$ cat src/rtl/weighted_random_source_selector_top_macros.svh
// Assertion macros for the weighted random source selector.
// Used by the top level; needs clk_i and rst_ni in scope.
`ifndef WEIGHTED_RANDOM_SOURCE_SELECTOR_TOP_MACROS_SVH
`define WEIGHTED_RANDOM_SOURCE_SELECTOR_TOP_MACROS_SVH

// Same-cycle implication
`define WRSS_ASSERT_IMP(lbl, ante, cons, msg) \
  lbl: assert property (@(posedge clk_i) disable iff (!rst_ni) (ante) |-> (cons)) \
    else $error(msg);

// Next-cycle implication
`define WRSS_ASSERT_NXT(lbl, ante, cons, msg) \
  lbl: assert property (@(posedge clk_i) disable iff (!rst_ni) (ante) |=> (cons)) \
    else $error(msg);

`endif

$ cat src/rtl/wrss_pkg.sv
// Shared types and constants of the weighted random source selector.
// No dependencies.
package wrss_pkg;

  localparam int MAX_SOURCES_DEF = 16;
  localparam int WEIGHT_BITS_DEF = 16;
  localparam int RANDOM_BITS_DEF = 24;

  localparam int CMD_W    = 3;
  localparam int WEIGHT_W = 16;
  localparam int EIDX_W   = 4;
  localparam int RAND_W   = 24;
  localparam int STATUS_W = 2;
  localparam int SRC_W    = 4;
  localparam int SCNT_W   = 5;

  localparam int EIDX_LSB    = WEIGHT_W;
  localparam int RAND_LSB    = WEIGHT_W + EIDX_W;
  localparam int S_FIELDS_W  = WEIGHT_W + EIDX_W + RAND_W;
  localparam int S_TDATA_W   = ((S_FIELDS_W + 7) / 8) * 8;
  localparam int M_FIELDS_W  = SRC_W + SCNT_W;
  localparam int M_TDATA_W   = ((M_FIELDS_W + 7) / 8) * 8;

  typedef enum logic [CMD_W-1:0] {
    CMD_GENERATE = 3'd0,
    CMD_ADD      = 3'd1,
    CMD_SELECT   = 3'd2,
    CMD_SET      = 3'd3,
    CMD_DELETE   = 3'd4,
    CMD_CLEAR    = 3'd5
  } cmd_e;

  typedef enum logic [STATUS_W-1:0] {
    ST_OK        = 2'd0,
    ST_BAD_INDEX = 2'd1,
    ST_FULL      = 2'd2,
    ST_EMPTY     = 2'd3
  } status_e;

endpackage

$ cat src/rtl/weighted_random_source_selector_top.sv
// Weighted random source selector: weight table in a one-port-read synchronous RAM.
// Single generate makes two walks over the RAM read port and a bit-serial multiply; multi
// generate gives N results, one per cycle while the output is not stalled. One request at a time.
// Reset: one entry, current entry 0, single mode; entry 0 reads as 1 until written.
// Depends on wrss_pkg and weighted_random_source_selector_top_macros.svh.
`include "weighted_random_source_selector_top_macros.svh"

module weighted_random_source_selector_top #(
  parameter int MAX_SOURCES = wrss_pkg::MAX_SOURCES_DEF,
  parameter int WEIGHT_BITS = wrss_pkg::WEIGHT_BITS_DEF,
  parameter int RANDOM_BITS = wrss_pkg::RANDOM_BITS_DEF
) (
  input  logic                            clk_i,
  input  logic                            rst_ni,
  input  logic                            cfg_valid_i,
  output logic                            cfg_ready_o,
  input  logic                            cfg_data_i,    // multi_mode
  input  logic                            s_axis_tvalid,
  output logic                            s_axis_tready,
  input  logic [wrss_pkg::S_TDATA_W-1:0]  s_axis_tdata,  // weight, entry_index, random_fraction
  input  logic [wrss_pkg::CMD_W-1:0]      s_axis_tuser,  // command
  output logic                            m_axis_tvalid,
  input  logic                            m_axis_tready,
  output logic [wrss_pkg::M_TDATA_W-1:0]  m_axis_tdata,  // source_index, source_count
  output logic [wrss_pkg::STATUS_W-1:0]   m_axis_tuser,  // status
  output logic                            m_axis_tlast
);
  import wrss_pkg::*;

  localparam int IDX_W  = (MAX_SOURCES > 1) ? $clog2(MAX_SOURCES) : 1;
  localparam int CNT_W  = $clog2(MAX_SOURCES + 1);
  localparam int CMP_W  = (CNT_W > EIDX_W) ? CNT_W : EIDX_W;
  localparam int SUM_W  = WEIGHT_BITS + IDX_W;
  localparam int PROD_W = SUM_W + RANDOM_BITS;
  localparam int BIT_W  = $clog2(RANDOM_BITS);
  localparam int MPAD_W = M_TDATA_W - M_FIELDS_W;

  localparam logic [2:0] S_IDLE  = 3'd0;
  localparam logic [2:0] S_SUM   = 3'd1;
  localparam logic [2:0] S_MUL   = 3'd2;
  localparam logic [2:0] S_SCAN  = 3'd3;
  localparam logic [2:0] S_DEL   = 3'd4;
  localparam logic [2:0] S_EMIT  = 3'd5;
  localparam logic [2:0] S_MULTI = 3'd6;

  logic [2:0]             state_q, state_d;
  logic [CNT_W-1:0]       cnt_q, cnt_d;
  logic [IDX_W-1:0]       cur_q, cur_d;
  logic                   curv_q, curv_d;
  logic                   multi_q, multi_d;
  logic [CNT_W-1:0]       ptr_q, ptr_d;
  logic [SUM_W-1:0]       acc_q, acc_d;
  logic [SUM_W-1:0]       tot_q, tot_d;
  logic [PROD_W-1:0]      prod_q, prod_d;
  logic [RANDOM_BITS-1:0] mr_q, mr_d;
  logic [BIT_W-1:0]       bit_q, bit_d;
  logic [IDX_W-1:0]       didx_q, didx_d;
  status_e                pst_q, pst_d;
  logic [IDX_W-1:0]       pidx_q, pidx_d;
  logic                   w0_set_q;
  logic                   rvld_q, rd0_q;
  logic [IDX_W-1:0]       ridx_q;
  logic [WEIGHT_BITS-1:0] rdata_q;
  logic                   m_valid_q;
  status_e                m_status_q;
  logic [SRC_W-1:0]       m_idx_q;
  logic [SCNT_W-1:0]      m_cnt_q;
  logic                   m_last_q;

  logic [WEIGHT_BITS-1:0] mem_q [MAX_SOURCES];

  logic                   in_acc, oready, rd_en, we;
  logic [IDX_W-1:0]       raddr, waddr;
  logic [WEIGHT_BITS-1:0] wdata, rd_data, w_in;
  logic [EIDX_W-1:0]      idx_raw;
  logic [IDX_W-1:0]       idx_in;
  logic                   idx_ok, full, cur_ok;
  logic [RANDOM_BITS-1:0] r_in;
  logic [SUM_W-1:0]       pre;
  cmd_e                   cmd;
  logic                   load, ld_last;
  status_e                ld_status;
  logic [IDX_W-1:0]       ld_idx;

  assign cfg_ready_o   = 1'b1;
  assign s_axis_tready = (state_q == S_IDLE);
  assign in_acc        = s_axis_tvalid && s_axis_tready;
  assign oready        = !m_valid_q || m_axis_tready;

  assign cmd     = cmd_e'(s_axis_tuser);
  assign w_in    = WEIGHT_BITS'(s_axis_tdata[WEIGHT_W-1:0]);
  assign idx_raw = s_axis_tdata[EIDX_LSB +: EIDX_W];
  assign idx_in  = IDX_W'(idx_raw);
  assign r_in    = RANDOM_BITS'(s_axis_tdata[RAND_LSB +: RAND_W]);
  assign idx_ok  = CMP_W'(idx_raw) < CMP_W'(cnt_q);
  assign full    = cnt_q >= CNT_W'(MAX_SOURCES);
  assign cur_ok  = curv_q && (CNT_W'(cur_q) < cnt_q);

  assign rd_en   = ((state_q == S_SUM) || (state_q == S_SCAN) || (state_q == S_DEL))
                   && (ptr_q < cnt_q);
  assign raddr   = ptr_q[IDX_W-1:0];
  assign rd_data = rd0_q ? WEIGHT_BITS'(1) : rdata_q;
  assign pre     = acc_q + SUM_W'(rd_data);

  always_comb begin
    we    = 1'b0;
    waddr = '0;
    wdata = w_in;
    if (state_q == S_DEL) begin
      we    = rvld_q;
      waddr = ridx_q - IDX_W'(1);
      wdata = rd_data;
    end else if (in_acc && (cmd == CMD_ADD) && !full) begin
      we    = 1'b1;
      waddr = cnt_q[IDX_W-1:0];
    end else if (in_acc && (cmd == CMD_SET) && cur_ok) begin
      we    = 1'b1;
      waddr = cur_q;
    end
  end

  always_ff @(posedge clk_i) begin
    if (we) begin
      mem_q[waddr] <= wdata;
    end
    if (rd_en) begin
      rdata_q <= mem_q[raddr];
    end
  end

  always_comb begin
    state_d   = state_q;
    cnt_d     = cnt_q;
    cur_d     = cur_q;
    curv_d    = curv_q;
    multi_d   = multi_q;
    ptr_d     = ptr_q;
    acc_d     = acc_q;
    tot_d     = tot_q;
    prod_d    = prod_q;
    mr_d      = mr_q;
    bit_d     = bit_q;
    didx_d    = didx_q;
    pst_d     = pst_q;
    pidx_d    = pidx_q;
    load      = 1'b0;
    ld_status = ST_OK;
    ld_idx    = pidx_q;
    ld_last   = 1'b1;
    if (cfg_valid_i) begin
      multi_d = cfg_data_i;
    end
    if (rd_en) begin
      ptr_d = ptr_q + CNT_W'(1);
    end
    unique case (state_q)
      S_IDLE: if (in_acc) begin
        pst_d   = ST_OK;
        pidx_d  = cur_q;
        state_d = S_EMIT;
        case (cmd)
          CMD_GENERATE: begin
            if (cnt_q == '0) begin
              pst_d = ST_EMPTY;
            end else if (multi_q) begin
              ptr_d   = '0;
              state_d = S_MULTI;
            end else if (cnt_q == CNT_W'(1)) begin
              pidx_d = '0;
            end else begin
              ptr_d   = '0;
              acc_d   = '0;
              mr_d    = r_in;
              state_d = S_SUM;
            end
          end
          CMD_ADD: begin
            if (full) begin
              pst_d = ST_FULL;
            end else begin
              cur_d  = cnt_q[IDX_W-1:0];
              curv_d = 1'b1;
              cnt_d  = cnt_q + CNT_W'(1);
              pidx_d = cnt_q[IDX_W-1:0];
            end
          end
          CMD_SELECT: begin
            if (idx_ok) begin
              cur_d  = idx_in;
              curv_d = 1'b1;
              pidx_d = idx_in;
            end else begin
              pst_d = ST_BAD_INDEX;
            end
          end
          CMD_SET: begin
            if (!cur_ok) begin
              pst_d = ST_EMPTY;
            end
          end
          CMD_DELETE: begin
            if (idx_ok) begin
              didx_d  = idx_in;
              ptr_d   = CNT_W'(idx_raw) + CNT_W'(1);
              state_d = S_DEL;
            end else begin
              pst_d = ST_BAD_INDEX;
            end
          end
          CMD_CLEAR: begin
            cnt_d  = '0;
            cur_d  = '0;
            curv_d = 1'b0;
            pidx_d = '0;
          end
          default: ;
        endcase
      end
      S_SUM: begin
        if (rvld_q) begin
          acc_d = pre;
        end else if (!rd_en) begin
          if (acc_q == '0) begin
            pst_d   = ST_EMPTY;
            pidx_d  = cur_q;
            state_d = S_EMIT;
          end else begin
            tot_d   = acc_q;
            prod_d  = '0;
            bit_d   = '0;
            state_d = S_MUL;
          end
        end
      end
      S_MUL: begin
        prod_d = {prod_q[PROD_W-2:0], 1'b0}
                 + (mr_q[RANDOM_BITS-1] ? PROD_W'(tot_q) : PROD_W'(0));
        mr_d   = {mr_q[RANDOM_BITS-2:0], 1'b0};
        bit_d  = bit_q + BIT_W'(1);
        if (bit_q == BIT_W'(RANDOM_BITS - 1)) begin
          ptr_d   = '0;
          acc_d   = '0;
          state_d = S_SCAN;
        end
      end
      S_SCAN: begin
        if (rvld_q) begin
          acc_d = pre;
          if (prod_q <= {pre, {RANDOM_BITS{1'b0}}}) begin
            pst_d   = ST_OK;
            pidx_d  = ridx_q;
            state_d = S_EMIT;
          end
        end else if (!rd_en) begin
          pst_d   = ST_OK;
          pidx_d  = IDX_W'(cnt_q - CNT_W'(1));
          state_d = S_EMIT;
        end
      end
      S_DEL: begin
        if (!rd_en && !rvld_q) begin
          cnt_d = cnt_q - CNT_W'(1);
          if (cur_q == didx_q) begin
            cur_d  = '0;
            curv_d = curv_q && (cnt_q > CNT_W'(1));
          end else if (cur_q > didx_q) begin
            cur_d = cur_q - IDX_W'(1);
          end
          pst_d   = ST_OK;
          pidx_d  = cur_d;
          state_d = S_EMIT;
        end
      end
      S_EMIT: begin
        if (oready) begin
          load      = 1'b1;
          ld_status = pst_q;
          ld_idx    = pidx_q;
          state_d   = S_IDLE;
        end
      end
      S_MULTI: begin
        if (oready) begin
          load    = 1'b1;
          ld_idx  = ptr_q[IDX_W-1:0];
          ld_last = (ptr_q + CNT_W'(1)) == cnt_q;
          ptr_d   = ptr_q + CNT_W'(1);
          if (ld_last) begin
            state_d = S_IDLE;
          end
        end
      end
      default: state_d = S_IDLE;
    endcase
  end

  always_ff @(posedge clk_i or negedge rst_ni) begin
    if (!rst_ni) begin
      state_q   <= S_IDLE;
      cnt_q     <= CNT_W'(1);
      cur_q     <= '0;
      curv_q    <= 1'b1;
      multi_q   <= 1'b0;
      ptr_q     <= '0;
      bit_q     <= '0;
      w0_set_q  <= 1'b0;
      rvld_q    <= 1'b0;
      rd0_q     <= 1'b0;
      m_valid_q <= 1'b0;
    end else begin
      state_q <= state_d;
      cnt_q   <= cnt_d;
      cur_q   <= cur_d;
      curv_q  <= curv_d;
      multi_q <= multi_d;
      ptr_q   <= ptr_d;
      bit_q   <= bit_d;
      rvld_q  <= rd_en;
      if (rd_en) begin
        rd0_q <= (raddr == '0) && !w0_set_q;
      end
      if (we && (waddr == '0)) begin
        w0_set_q <= 1'b1;
      end
      if (load) begin
        m_valid_q <= 1'b1;
      end else if (m_axis_tready) begin
        m_valid_q <= 1'b0;
      end
    end
  end

  always_ff @(posedge clk_i) begin
    acc_q  <= acc_d;
    tot_q  <= tot_d;
    prod_q <= prod_d;
    mr_q   <= mr_d;
    didx_q <= didx_d;
    pst_q  <= pst_d;
    pidx_q <= pidx_d;
    if (rd_en) begin
      ridx_q <= raddr;
    end
    if (load) begin
      m_status_q <= ld_status;
      m_idx_q    <= SRC_W'(ld_idx);
      m_cnt_q    <= SCNT_W'(cnt_q);
      m_last_q   <= ld_last;
    end
  end

  assign m_axis_tvalid = m_valid_q;
  assign m_axis_tuser  = m_status_q;
  assign m_axis_tlast  = m_last_q;
  assign m_axis_tdata  = {{MPAD_W{1'b0}}, m_cnt_q, m_idx_q};

  `WRSS_ASSERT_IMP(a_cur_in_table, curv_q, CNT_W'(cur_q) < cnt_q, "current entry beyond table")
  `WRSS_ASSERT_IMP(a_write_phase, we, (state_q == S_IDLE) || (state_q == S_DEL), "RAM write during walk")
  `WRSS_ASSERT_NXT(a_idle_hold, (state_q == S_IDLE) && !in_acc, state_q == S_IDLE, "left idle without request")
  `WRSS_ASSERT_IMP(a_count_bound, in_acc, cnt_q <= CNT_W'(MAX_SOURCES), "entry count beyond table size")

endmodule

$ cat config.mk
export PLATFORM = sky130hd
export DESIGN_NAME = weighted_random_source_selector_top
export DESIGN_NICKNAME = d
export VERILOG_FILES = /design/src/rtl/wrss_pkg.sv /design/src/rtl/weighted_random_source_selector_top.sv
export VERILOG_INCLUDE_DIRS = /design/src /design/src/rtl
export SDC_FILE = /design/constraint.sdc
export NUM_CORES = 1
export LEC_CHECK = 0
export BUFFER_PORTS_ARGS = -buffer_cell sky130_fd_sc_hd__buf_4
export CORE_MARGIN = 5
export CORE_UTILIZATION = 55
export DETAILED_ROUTE_END_ITERATION = 10
export GPL_ROUTABILITY_DRIVEN = 1
export PLACE_DENSITY = 0.72
export SYNTH_ARGS = -nofsm -noshare
export SYNTH_HDL_FRONTEND = slang
export SYNTH_SLANG_ARGS = --single-unit
$ cat constraint.sdc
create_clock -name clk_i -period 13.17 [get_ports clk_i]
set_clock_uncertainty 0.2 [all_clocks]
set_input_delay 1.9755 -clock clk_i [delete_from_list [all_inputs] [get_ports clk_i]]
set_output_delay 1.9755 -clock clk_i [all_outputs]
set_load 0.01 [all_outputs]
==> run summary, run 1 <==
STATUS
---------------------------------------------------------------------------------
Result of the run ..................................................    completed

PLACED DESIGN
---------------------------------------------------------------------------------
Worst slack, placed ................................................      7792 ps
Inst Count DP ......................................................         2185
Input/output buffers ...............................................           66
Detailed-placement wirelength estimate .............................     32720 um
Final weighted congestion of routability-driven global placement ...       0.9491

CTS
---------------------------------------------------------------------------------
Count of buffers added by post-CTS timing repair for setup .........            0
CTS tree ...........................................................          yes
Post-cts hold buffer count .........................................            0
Sink count of the clock tree .......................................          434
Clk slew on worst S/H paths ........................................        60 ps
Root buf cell ......................................................    clkbuf_16
Maximum buffer depth of the clock tree .............................            3
H-tree depth reported by CTS .......................................            2
Post_cts resized ...................................................            0
TritonCTS buffer count .............................................           45
Clk Latency, worst-skew pair .......................................       590 ps

POWER AND IR DROP
---------------------------------------------------------------------------------
Sequential power share .............................................        37.2%
Switching share of power ...........................................       37.62%
Pleak ..............................................................     8.628 nW
Internal Dissipation ...............................................   0.003675 W
Ratio of total power to cell area .................................. 243.8 nW/um2
Net switching component of the power ...............................   0.002216 W
Combinational power share ..........................................        41.3%
Worst voltage drop across the vdd grid .............................    0.1851 mV
Portion of total power attributed to the clock network .............        21.4%

YOSYS
---------------------------------------------------------------------------------
Proportion of synthesized chip area in sequential cells ............       59.82%
Number of library cell types mapped by synthesis ...................           84
Yosys warning count ................................................            0
Post-synth design cell area ........................................    21560 um2
Mean Syn Cell Area .................................................    13.14 um2
Cell types occupying the most area after synthesis ................. edfxtp_1, mux4_2, ha_1
Count of flip-flops with a built-in enable after synthesis .........          406
Cell type contributing the most total cell area after synthesis ....     edfxtp_1
Synthesized instance count .........................................         1641
Portion of synthesized cell area occupied by the leading cell type .       56.56%
Async set-reset flop share out of synthesis ........................       6.452%
Number of synthesized register bits ................................          434
Most used flip-flop cell after synthesis ...........................     edfxtp_1

LAYOUT
---------------------------------------------------------------------------------
Post-Layout Cell Count .............................................         2265
Proportion of layout cells with a drive suffix above 1 .............       17.06%
Synthesis-to-finish area growth ....................................       12.12%
Commonest non-fill, non-tap cells in the layout .................... edfxtp_1, nand2_1, buf_4
Leading cell type in the layout, fill and taps excluded ............     edfxtp_1
Fin nets ...........................................................         1852
Diodes inserted ....................................................            0
Share of the core filled with cells in the final layout ............       62.39%

DETAILED ROUTING
---------------------------------------------------------------------------------
Final routed wire length divided by cell count .....................     22.58 um
DRC violations left ................................................            0
Metal1 wirelength ..................................................     21470 um
Post-detailed-route via-to-cell ratio ..............................        6.223
Metal2 WL ..........................................................     24940 um
Met3 wire len ......................................................      3460 um
Iteration-0 DRC Markers ............................................         1170
DRT Pass-1 Iters ...................................................            5
Count of nets left with antenna violations after detail routing ....            0
Total detailed-routing wirelength ..................................     51150 um
Vias ...............................................................        14095
Uppermost layer routed .............................................         met4

GLOBAL ROUTE
---------------------------------------------------------------------------------
First-pass GRT wire length .........................................     78850 um
Pin count of the biggest net entering global routing ...............           72
Remaining Overflow, GRT ............................................            0
GRT Total Usage ....................................................       23.23%
Number of global-route vias before repair ..........................        13706
Initial antenna violation count ....................................            0

STA
---------------------------------------------------------------------------------
Post-layout minimum cycle time .....................................      5399 ps
Worst slew margin relative to its limit ............................       28.32%
Hold slack final ...................................................     291.1 ps
Final worst-path cycle share .......................................       41.00%
Max frequency ......................................................   0.1852 GHz
Final worst-path setup slack .......................................      7771 ps
Setup TNS after final layout .......................................         0 ps
Number of max-slew violations in the final report ..................            0
Endpoints failing setup ............................................            0
Final hold vios ....................................................            0
Setup repair after global routing missed its margin ................        false
Worst Max-Slew Pin Slew ............................................      1067 ps

FLOORPLANNING
---------------------------------------------------------------------------------
I/O Pins ...........................................................           79
DIE WIDTH ..........................................................     208.0 um
Row count ..........................................................           72
Standard cell core area ............................................    38740 um2
Initial Util .......................................................       55.65%
Die extent in y ....................................................     208.0 um
Die area ...........................................................    43250 um2

WORST HOLD PATH
---------------------------------------------------------------------------------
Worst hold path type ............................................... register to register

JOB
---------------------------------------------------------------------------------
Max-cap violations .................................................            0

SETUP PATH
---------------------------------------------------------------------------------
Start-to-end type of the worst setup path .......................... register to register
Type of origin of the critical path ................................     register
Worst path required time ...........................................     13250 ps
Largest fanout on the critical path ................................           17
Arrival time of data at the critical path endpoint .................      5480 ps
Sort of element at the end of the critical path ....................     register

## critical path, stage by stage (launching register included)
cell	delay (ps)
dfrtp_1	810
or2_2	260
ha_1	180
inv_1	60
fa_1	410
nor2b_1	140
o21a_1	150
o21ai_0	170
a211o_1	360
a21oi_1	210
o211ai_1	190
xor2_1	190
ha_1	310
nand4_1	120
nor2_1	220
nand4_1	120
o2111a_1	260
o41ai_1	60
buf_4	210
nor4bb_1	230
buf_4	210
## worst paths after layout
kind,startpoint,cells after the start,to,slack [ps]
min reg2reg,acc_q[0],0,tot_q[0],290
max,rd0_q,20,pidx_q[3],7770
min in group asynchronous,rst_ni,1,cur_q[1],1130
max in group asynchronous,rst_ni,1,cnt_q[0],11280
min,acc_q[0],0,tot_q[0],290
max reg2reg,rd0_q,20,pidx_q[3],7770
## registers in the layout, indices dropped and copies added, names as in the netlist, 2 cells and up
name          cells
m_cnt_q           5
pidx_q            4
ridx_q            4
ptr_q             5
m_idx_q           4
state_q           3
acc_q            20
cnt_q             5
pst_q             2
didx_q            4
mr_q             24
bit_q             5
rdata_q          16
mem_q           256
prod_q           44
tot_q            20
cur_q             4
m_axis_tuser      2
## routing by layer
metal / global-route usage, % / vias to the layer above
met5: 0 / -
met4: 6.750 / 0
met3: 3.540 / 94
met2: 38.67 / 527
met1: 32.24 / 7036
li1: - / 6438
## cells in the mapped netlist, drive strengths merged, types with 9 or more instances
master	number
edfxtp	406
nand2	196
a21oi	88
nor2	86
mux4	80
o21ai	80
ha	79
clkbuf	60
inv	45
nand3	36
nor2b	30
nor3	30
and2	28
dfrtp	26
nand2b	25
a21o	24
buf	23
xnor2	21
or3	20
a211oi	19
mux2i	17
nand4	15
nor4	15
xor2	15
and3	12
o211ai	12
o31ai	12
or2	11
o21a	9
## area by class of cell
class                   instances  area [um2]
clock inverters                24       279.0
multi-input cells            1085        8232
clock buffers                  56        1167
fillers                      2941       14570
repair buffers                103       773.2
inverters                      45       168.9
flip-flops and latches        434       12900
well taps                     518       648.1
## power by group through the flow
stage | Clock (W) | Combinational (W) | Sequential (W)
after floorplan | 0 | 0.00181 | 0.00211
after global placement | 0 | 0.00234 | 0.00221
final | 0.00126 | 0.00244 | 0.00219
after global routing | 0.00134 | 0.00269 | 0.00222
after CTS | 0.00128 | 0.00242 | 0.00219
after detailed placement | 0 | 0.00241 | 0.00222
## kinds of logic (layout without fill, tap and decap cells)
kind of cell,count (synthesis),after routing,share of synthesized area [%]
other,2,8,0.03484
adder cells (fa/ha/maj),81,81,4.771
XOR/XNOR,36,36,1.463
AND/OR/NAND/NOR,539,539,12.53
buffers and inverters,128,228,2.420
multiplexers,101,101,9.357
AO/OA/AOI/OAI,320,320,9.607
flip-flops,434,434,59.82
## metrics by stage
| stage | instance area [um2] | total power [W] |
|---|---|---|
| global route | 24170 | 0.006256 |
| CTS | 24170 | 0.005896 |
| finish | 24170 | 0.005891 |
| detailed placement | 22720 | 0.004630 |
| floorplan | 21580 | 0.003915 |
| global placement | 22720 | 0.004551 |
Note: power is estimated with default switching activity, not from simulation.
==> run 2: changes to the inputs <==
--- a/config.mk
+++ b/config.mk
@@ -11,7 +11,7 @@
 export CORE_UTILIZATION = 55
 export DETAILED_ROUTE_END_ITERATION = 10
 export GPL_ROUTABILITY_DRIVEN = 1
-export PLACE_DENSITY = 0.72
+export PLACE_DENSITY = 0.75
 export SYNTH_ARGS = -nofsm -noshare
 export SYNTH_HDL_FRONTEND = slang
 export SYNTH_SLANG_ARGS = --single-unit
==> constraint.sdc (replaced) <==
create_clock -name clk_i -period 4.3 [get_ports clk_i]
set_clock_uncertainty 0.2 [all_clocks]
set_input_delay 0.645 -clock clk_i [delete_from_list [all_inputs] [get_ports clk_i]]
set_output_delay 0.645 -clock clk_i [all_outputs]
set_load 0.01 [all_outputs]
==> run 2 against run 1 <==
Against the previous run: the run now ends with setup timing left; largest power group unchanged; worst hold slack got worse by 160 ps; global-route usage is 1.1 points higher; clock power grew to 3.1 times the previous value; sequential share of layout area shrank 1.8 points; cell count grew 3.5%; utilization grew 2.2 points.
==> run summary, run 2 (synthesis gave the netlist of run 1 again) <==
SETUP PATH
-------------------------------------------------------------------------------
Start-to-end type of the worst setup path ........................ register to register   unchanged
Register-to-Register Path Depth ..................................           19   was 20
Most common cell on crit path ....................................      nand4_1
Worst-case register-to-register setup slack ......................      -100 ps   was 7770 ps
Sort of element at the end of the critical path ..................     register   unchanged
Startpoint of the worst setup timing path ........................        rd0_q   unchanged
Critical-path top delay cell .....................................      dfrtp_2   was dfrtp_1
Largest fanout on the critical path ..............................            6   was 17
Worst path required time .........................................      4390 ps   was 13250 ps
Buffering stage count on the worst path with inverters included ..            2   was 3
Type of origin of the critical path ..............................     register   unchanged
CP max stage delay ...............................................       430 ps   was 810 ps
Arrival time of data at the critical path endpoint ...............      4480 ps   was 5480 ps
Startpoint of the worst register-to-register path ................        rd0_q   unchanged
Delay-heaviest family, CP ........................................ compound AO/OA/AOI/OAI gates   unchanged
Worst-path cell chain ............................................ or2_4 -> ha_4 -> inv_2 -> fa_2 -> nor2b_1 -> o21a_1 -> o21ai_2 -> a211o_1 -> a21oi_2 -> o211ai_1 -> xor2_1 -> ha_1 -> nand4_1 -> nor2_2 -> nand4_1 -> o2111a_1 -> o41ai_4 -> nor4bb_4 -> buf_4   was or2_2 -> ha_1 -> inv_1 -> fa_1 -> nor2b_1 -> o21a_1 -> o21ai_0 -> a211o_1 -> a21oi_1 -> o211ai_1 -> xor2_1 -> ha_1 -> nand4_1 -> nor2_1 -> nand4_1 -> o2111a_1 -> o41ai_1 -> buf_4 -> nor4bb_1 -> buf_4
Reg-to-Reg End ...................................................    pidx_q[0]   was pidx_q[3]

WORST HOLD PATH
-------------------------------------------------------------------------------
End point of the worst hold path .................................      multi_q   was tot_q[0]
Worst Hold Depth .................................................            2   was 0
Hold_sp ..........................................................   cfg_data_i   was acc_q[0]
Worst hold path type ............................................. primary input to register   was register to register

CTS
-------------------------------------------------------------------------------
Clk slew on worst S/H paths ......................................        60 ps   about the same
Sink count of the clock tree .....................................          434   unchanged
TritonCTS buffer count ...........................................           44   was 45
Root buf cell ....................................................    clkbuf_16   unchanged
Clk Latency, worst-skew pair .....................................       590 ps   about the same
H-tree depth reported by CTS .....................................            2   unchanged
CTS tree .........................................................          yes   unchanged
Maximum buffer depth of the clock tree ...........................            3   unchanged

PLACED DESIGN
-------------------------------------------------------------------------------
Placed inst area .................................................    23330 um2   was 22720 um2
Detailed-placement wirelength estimate ...........................     34650 um   was 32720 um
Worst slack, placed ..............................................    -111.9 ps   was 7792 ps
Inst Count DP ....................................................         2250   was 2185
Input/output buffers .............................................           66   unchanged
Final weighted congestion of routability-driven global placement .       0.9258   was 0.9491

LAYOUT
-------------------------------------------------------------------------------
Number of flip-flops under the largest register name .............          256   unchanged
Biggest register .................................................        mem_q   unchanged
Largest registers ................................................ mem_q x256, prod_q x44, mr_q x24   unchanged
Design Area, Final ...............................................    25010 um2   was 24170 um2
Share of the core filled with cells in the final layout ..........       64.57%   was 62.39%
Synthesis-to-finish area growth ..................................       16.03%   was 12.12%
Post-Layout Cell Count ...........................................         2345   was 2265
Proportion of layout cells with a drive suffix above 1 ...........       22.06%   was 17.06%
Leading cell type in the layout, fill and taps excluded ..........     edfxtp_1   unchanged
Fin nets .........................................................         1933   was 1852
Layout fillers ...................................................         2784   was 2941
Diodes inserted ..................................................            0   unchanged
Commonest non-fill, non-tap cells in the layout .................. edfxtp_1, nand2_1, buf_4   unchanged

GLOBAL ROUTE
-------------------------------------------------------------------------------
Initial antenna violation count ..................................            0   unchanged
First-pass GRT wire length .......................................     82500 um   was 78850 um
Pin count of the biggest net entering global routing .............           67   was 72
GRT Total Usage ..................................................       24.34%   was 23.23%
Number of global-route vias before repair ........................        14377   was 13706
Remaining Overflow, GRT ..........................................            0   unchanged

STATUS
-------------------------------------------------------------------------------
Violated checks .................................................. setup timing
Result of the run ................................................ finished, violations left   was completed

STA
-------------------------------------------------------------------------------
Endpoints failing setup ..........................................            6   was 0
Final worst-path setup slack .....................................    -96.30 ps   was 7771 ps
Post-layout minimum cycle time ...................................      4396 ps   was 5399 ps
Worst Max-Slew Pin Slew ..........................................      1027 ps   was 1067 ps
Setup repair after global routing missed its margin ..............         true   was false
Worst slew margin relative to its limit ..........................       30.58%   was 28.32%
Final worst-path cycle share .....................................       102.2%   was 41.00%
Max frequency ....................................................   0.2275 GHz   was 0.1852 GHz
Number of max-slew violations in the final report ................            0   unchanged
Final hold vios ..................................................            0   unchanged
Hold slack final .................................................     130.0 ps   was 291.1 ps

DETAILED ROUTING
-------------------------------------------------------------------------------
Final routed wire length divided by cell count ...................     22.78 um   was 22.58 um
Vias .............................................................        14531   was 14095
DRT Pass-1 Iters .................................................            6   was 5
Total detailed-routing wirelength ................................     53420 um   was 51150 um
Iteration-0 DRC Markers ..........................................         1577   was 1170
Post-detailed-route via-to-cell ratio ............................        6.197   was 6.223
Count of nets left with antenna violations after detail routing ..            0   unchanged
DRC violations left ..............................................            0   unchanged

FLOORPLANNING
-------------------------------------------------------------------------------
DIE WIDTH ........................................................     208.0 um   unchanged
Initial Util .....................................................       55.65%   unchanged
I/O Pins .........................................................           79   unchanged
Die extent in y ..................................................     208.0 um   unchanged
Row count ........................................................           72   unchanged
Standard cell core area ..........................................    38740 um2   unchanged
Die area .........................................................    43250 um2   unchanged

POWER AND IR DROP
-------------------------------------------------------------------------------
Ratio of total power to cell area ................................ 760.7 nW/um2   was 243.8 nW/um2
Pleak ............................................................     9.070 nW   was 8.628 nW
Worst voltage drop across the vdd grid ...........................    0.6097 mV   was 0.1851 mV

JOB
-------------------------------------------------------------------------------
Max-cap violations ...............................................            0   unchanged

## run 2: cell types whose count changed in the layout (fill, tap and decap cells not counted), sizes merged
cell | previous run | this run
clkinvlp | 2 | 3
clkinv | 17 | 18
dlygate4sd3 | 0 | 1
clkbuf | 56 | 51
bufinv | 5 | 6
buf | 103 | 184
## run 2: worst register-to-register path, delay by kind of cell, from the launching register on
family	cells	cell delay, ps
adders and majority gates	3	790
buffers and inverters	2	220
xor gates and xnor gates	1	200
and+or+nand+nor	6	960
DFF	1	430
AOI/OAI and AO/OA	7	1310
## run 2: timing repair
| item | CTS | global route |
|---|---|---|
| hold endpoints to repair | 26 | 0 |
| setup endpoints to repair | 8 | 10 |
| gates cloned | 0 | 0 |
| resized for setup | 9 | 12 |
| hold buffers | 1 | 0 |
| buffers inserted | 14 | 5 |
| pin swaps | 13 | 6 |
## run 2: metrics by stage
step / power [W] / setup TNS (ps)
global placement: 0.01452 / -477.3
CTS: 0.01885 / -171.8
floorplan: 0.01207 / -465.1
finish: 0.01903 / -576.0
detailed placement: 0.01480 / -671.3
global route: 0.02017 / -2305
## run 2: worst max-delay path by stage
| stage | endpoint | slack, ps | depth (start not counted) |
|---|---|---|---|
| final | pidx_q[0] | -100 | 19 |
| after global routing | pidx_q[0] | -310 | 19 |
| after CTS | pidx_q[0] | -30 | 17 |
| after detailed placement | pidx_q[0] | -110 | 19 |
| after global placement | pidx_q[0] | -80 | 18 |
| after floorplan | pidx_q[0] | -80 | 18 |
## run 2: cell type report
cell class | instances | area, um2 | share of cell area (%)
well taps | 518 | 648.1 | 2.591
repair buffers | 185 | 1461 | 5.843
inverters | 45 | 172.7 | 0.6903
flip-flops and latches | 434 | 12900 | 51.58
clock buffers | 51 | 1127 | 4.507
multi-input cells | 1085 | 8362 | 33.43
clock inverters | 27 | 339.1 | 1.356
## run 2: power breakdown
group          switching (W)  internal (W)
registers           0.000635       0.00605
logic                0.00482       0.00365
clock network        0.00163       0.00226
total                0.00708        0.0119
## run 2: metal layers
metal	share of wire, %	global-route usage [%]	up-vias
met2	49	40.28	687
met5	0	0	-
met4	3.1	8.131	0
met1	40	32.89	7118
met3	8.5	4.654	115
li1	-	-	6611
==> run 3: changes to the inputs <==
--- a/config.mk
+++ b/config.mk
@@ -11,6 +11,7 @@
 export CORE_UTILIZATION = 55
 export DETAILED_ROUTE_END_ITERATION = 10
 export GPL_ROUTABILITY_DRIVEN = 1
+export GPL_TIMING_DRIVEN = 0
 export PLACE_DENSITY = 0.75
 export SYNTH_ARGS = -nofsm -noshare
 export SYNTH_HDL_FRONTEND = slang
==> run 3 against run 2 <==
Against the previous run: the run still ends with setup timing left; worst hold slack improved by 9.3 ps; cell area grew 0.14%; utilization is 0.090 points higher; die area is the same; register-to-register slack got worse by 260 ps; non-clock buffer count increased by 1; sequential power down 0.6%; highest routed layer unchanged; via count is 2.1% higher; power decreased by 0.92%; cell count grew 0.21%; clock power about the same.
==> run summary, run 3 (synthesis gave the netlist of run 1 again) <==
STATUS
-------------------------------------------------------------------------------
Result of the run ................................................ finished, violations left   unchanged
Violated checks .................................................. setup timing   unchanged

DETAILED ROUTING
-------------------------------------------------------------------------------
Final routed wire length divided by cell count ...................     24.68 um   was 22.78 um
Count of nets left with antenna violations after detail routing ..            0   unchanged
Total detailed-routing wirelength ................................     57990 um   was 53420 um
DRT Pass-1 Iters .................................................            7   was 6
Post-detailed-route via-to-cell ratio ............................        6.316   was 6.197
Uppermost layer routed ...........................................         met4   unchanged
Metal1 wirelength ................................................     23040 um   was 21230 um
Metal2 WL ........................................................     28430 um   was 26000 um
DRC violations left ..............................................            0   unchanged
Iteration-0 DRC Markers ..........................................         1714   was 1577
Vias .............................................................        14842   was 14531
Met3 wire len ....................................................      4800 um   was 4534 um

JOB
-------------------------------------------------------------------------------
Max-cap violations ...............................................            0   unchanged

GLOBAL ROUTE
-------------------------------------------------------------------------------
Initial antenna violation count ..................................            0   unchanged
Number of global-route vias before repair ........................        14864   was 14377
Pin count of the biggest net entering global routing .............           29   was 67
First-pass GRT wire length .......................................     88550 um   was 82500 um
Remaining Overflow, GRT ..........................................            0   unchanged
GRT Total Usage ..................................................       26.28%   was 24.34%

CTS
-------------------------------------------------------------------------------
CTS tree .........................................................          yes   unchanged
Sink count of the clock tree .....................................          434   unchanged
TritonCTS buffer count ...........................................           44   unchanged
Clk slew on worst S/H paths ......................................        60 ps   about the same
Maximum buffer depth of the clock tree ...........................            3   unchanged
Clk Latency, worst-skew pair .....................................       580 ps   was 590 ps
H-tree depth reported by CTS .....................................            2   unchanged
Root buf cell ....................................................    clkbuf_16   unchanged

FLOORPLANNING
-------------------------------------------------------------------------------
Die area .........................................................    43250 um2   unchanged
Initial Util .....................................................       55.65%   unchanged
Standard cell core area ..........................................    38740 um2   unchanged
Die extent in y ..................................................     208.0 um   unchanged
Row count ........................................................           72   unchanged
DIE WIDTH ........................................................     208.0 um   unchanged
I/O Pins .........................................................           79   unchanged

PLACED DESIGN
-------------------------------------------------------------------------------
Detailed-placement wirelength estimate ...........................     39780 um   was 34650 um
Worst slack, placed ..............................................     -1322 ps   was -111.9 ps
Final weighted congestion of routability-driven global placement .       0.9593   was 0.9258
Input/output buffers .............................................           66   unchanged

WORST HOLD PATH
-------------------------------------------------------------------------------
Worst hold path type ............................................. primary input to register   unchanged
End point of the worst hold path .................................    didx_q[2]   was multi_q
Worst Hold Depth .................................................            1   was 2
Hold_sp .......................................................... s_axis_tdata[18]   was cfg_data_i

SETUP PATH
-------------------------------------------------------------------------------
Type of origin of the critical path ..............................     register   unchanged
Reg-to-Reg End ...................................................     pst_q[0]   was pidx_q[0]
Worst path required time .........................................      4360 ps   was 4390 ps
Worst-case register-to-register setup slack ......................      -360 ps   was -100 ps
Largest fanout on the critical path ..............................            6   unchanged
Arrival time of data at the critical path endpoint ...............      4720 ps   was 4480 ps
Sort of element at the end of the critical path ..................     register   unchanged
Register-to-Register Path Depth ..................................           16   was 19
Startpoint of the worst register-to-register path ................        rd0_q   unchanged
Start-to-end type of the worst setup path ........................ register to register   unchanged

STA
-------------------------------------------------------------------------------
Worst slew margin relative to its limit ..........................       25.45%   was 30.58%
Number of max-slew violations in the final report ................            0   unchanged
Final worst-path cycle share .....................................       108.4%   was 102.2%
Hold slack final .................................................     139.3 ps   was 130.0 ps
Final hold vios ..................................................            0   unchanged
Final worst-path setup slack .....................................    -359.7 ps   was -96.30 ps
Post-layout minimum cycle time ...................................      4660 ps   was 4396 ps
Worst Max-Slew Pin Slew ..........................................      1118 ps   was 1027 ps
Max frequency ....................................................   0.2146 GHz   was 0.2275 GHz
Setup repair after global routing missed its margin ..............         true   unchanged
Endpoints failing setup ..........................................            9   was 6

LAYOUT
-------------------------------------------------------------------------------
Proportion of layout cells with a drive suffix above 1 ...........       19.32%   was 22.06%
Layout fillers ...................................................         2774   was 2784
Number of flip-flops under the largest register name .............          256   unchanged
Fin nets .........................................................         1937   was 1933
Diodes inserted ..................................................            0   unchanged
Biggest register .................................................        mem_q   unchanged
Leading cell type in the layout, fill and taps excluded ..........     edfxtp_1   unchanged
Synthesis-to-finish area growth ..................................       16.19%   was 16.03%
Largest registers ................................................ mem_q x256, prod_q x44, mr_q x24   unchanged
Commonest non-fill, non-tap cells in the layout .................. edfxtp_1, nand2_1, buf_4   unchanged

POWER AND IR DROP
-------------------------------------------------------------------------------
Pleak ............................................................     8.917 nW   was 9.070 nW
Worst voltage drop across the vdd grid ...........................    0.4760 mV   was 0.6097 mV
Ratio of total power to cell area ................................ 752.7 nW/um2   was 760.7 nW/um2

run 3: cell types whose count changed in the layout (fill, tap and decap cells not counted), moves of 3 or more:
cell	before	now
buf_16	0	9
clkbuf_1	7	59
clkinvlp_4	3	9
buf_12	5	2
buf_8	0	7
clkbuf_2	0	4
nor2_4	0	5
buf_1	0	4
buf_4	177	92
nor2_2	17	14
buf_2	0	8
run 3: metrics by stage:
stage / TNS (ps) / cell area (um2) / std cells / util [%] / total power, W
6_report: -2867 / 25050 / 2350 / 64.66 / 0.01885
5_1_grt: -4783 / 25050 / 2350 / 64.66 / 0.01989
4_1_cts: -2009 / 24920 / 2342 / 64.32 / 0.01867
3_5_place_dp: -74810 / 23220 / 2249 / 59.95 / 0.01455
3_3_place_gp: -270340 / 22800 / 2231 / 58.85 / 0.01418
2_1_floorplan: -465.1 / 21650 / 1647 / - / 0.01207
run 3: layout make-up:
| cell class | count | area (um2) | share of cell area (%) |
|---|---|---|---|
| buffer | 81 | 381.6 | 1.524 |
| clock buffer | 50 | 1134 | 4.526 |
| clock inverter | 29 | 319.1 | 1.274 |
| inverter | 45 | 177.7 | 0.7094 |
| multi-input combinational | 1085 | 8406 | 33.56 |
| sequential | 434 | 12900 | 51.49 |
| tap | 518 | 648.1 | 2.588 |
| timing repair buffer | 105 | 1062 | 4.241 |
| timing repair inverter | 3 | 22.52 | 0.08992 |
run 3: how the worst max path moves through the flow:
stage / startpoint / to / slack [ps]
floorplan: rd0_q / pidx_q[0] / -80
global placement: cnt_q[1] / mem_q[0][7] / -1420
detailed placement: ptr_q[0] / prod_q[26] / -1320
CTS: rd0_q / pidx_q[0] / -270
global route: rd0_q / pidx_q[0] / -540
finish: rd0_q / pst_q[0] / -360
run 3: timing repair:
item,CTS,global route
hold endpoints to repair,26,0
buffers inserted,11,8
hold buffers,1,0
resized for setup,35,14
endpoints found under the setup margin,144,248
cloned,4,0
pin swaps,13,10
run 3: critical path: stages (launching register included):
cell and delay, ps:
dfrtp_2 440, buf_4 150, clkbuf_8 140, nor2b_1 380
ha_1 380, or2_2 290, a21oi_1 220, a21oi_1 140
a31oi_2 300, xor2_1 220, ha_1 270, a21o_1 180
nand3_1 70, a21oi_1 110, o41ai_4 410, nor4bb_4 250
buf_4 180
run 3: routing by layer:
metal,global-route usage (%),up-vias
li1,-,6635
met1,36.15,7342
met2,44.20,745
met3,4.157,120
met4,7.316,0
met5,0,-
run 3: power breakdown:
| group | leakage, nW | total, W | switching (W) | internal [W] |
|---|---|---|---|---|
| Sequential | 4.07 | 0.00664 | 0.000596 | 0.00604 |
| Clock | 0.695 | 0.00386 | 0.00164 | 0.00222 |
| Combinational | 4.16 | 0.00836 | 0.00507 | 0.00329 |
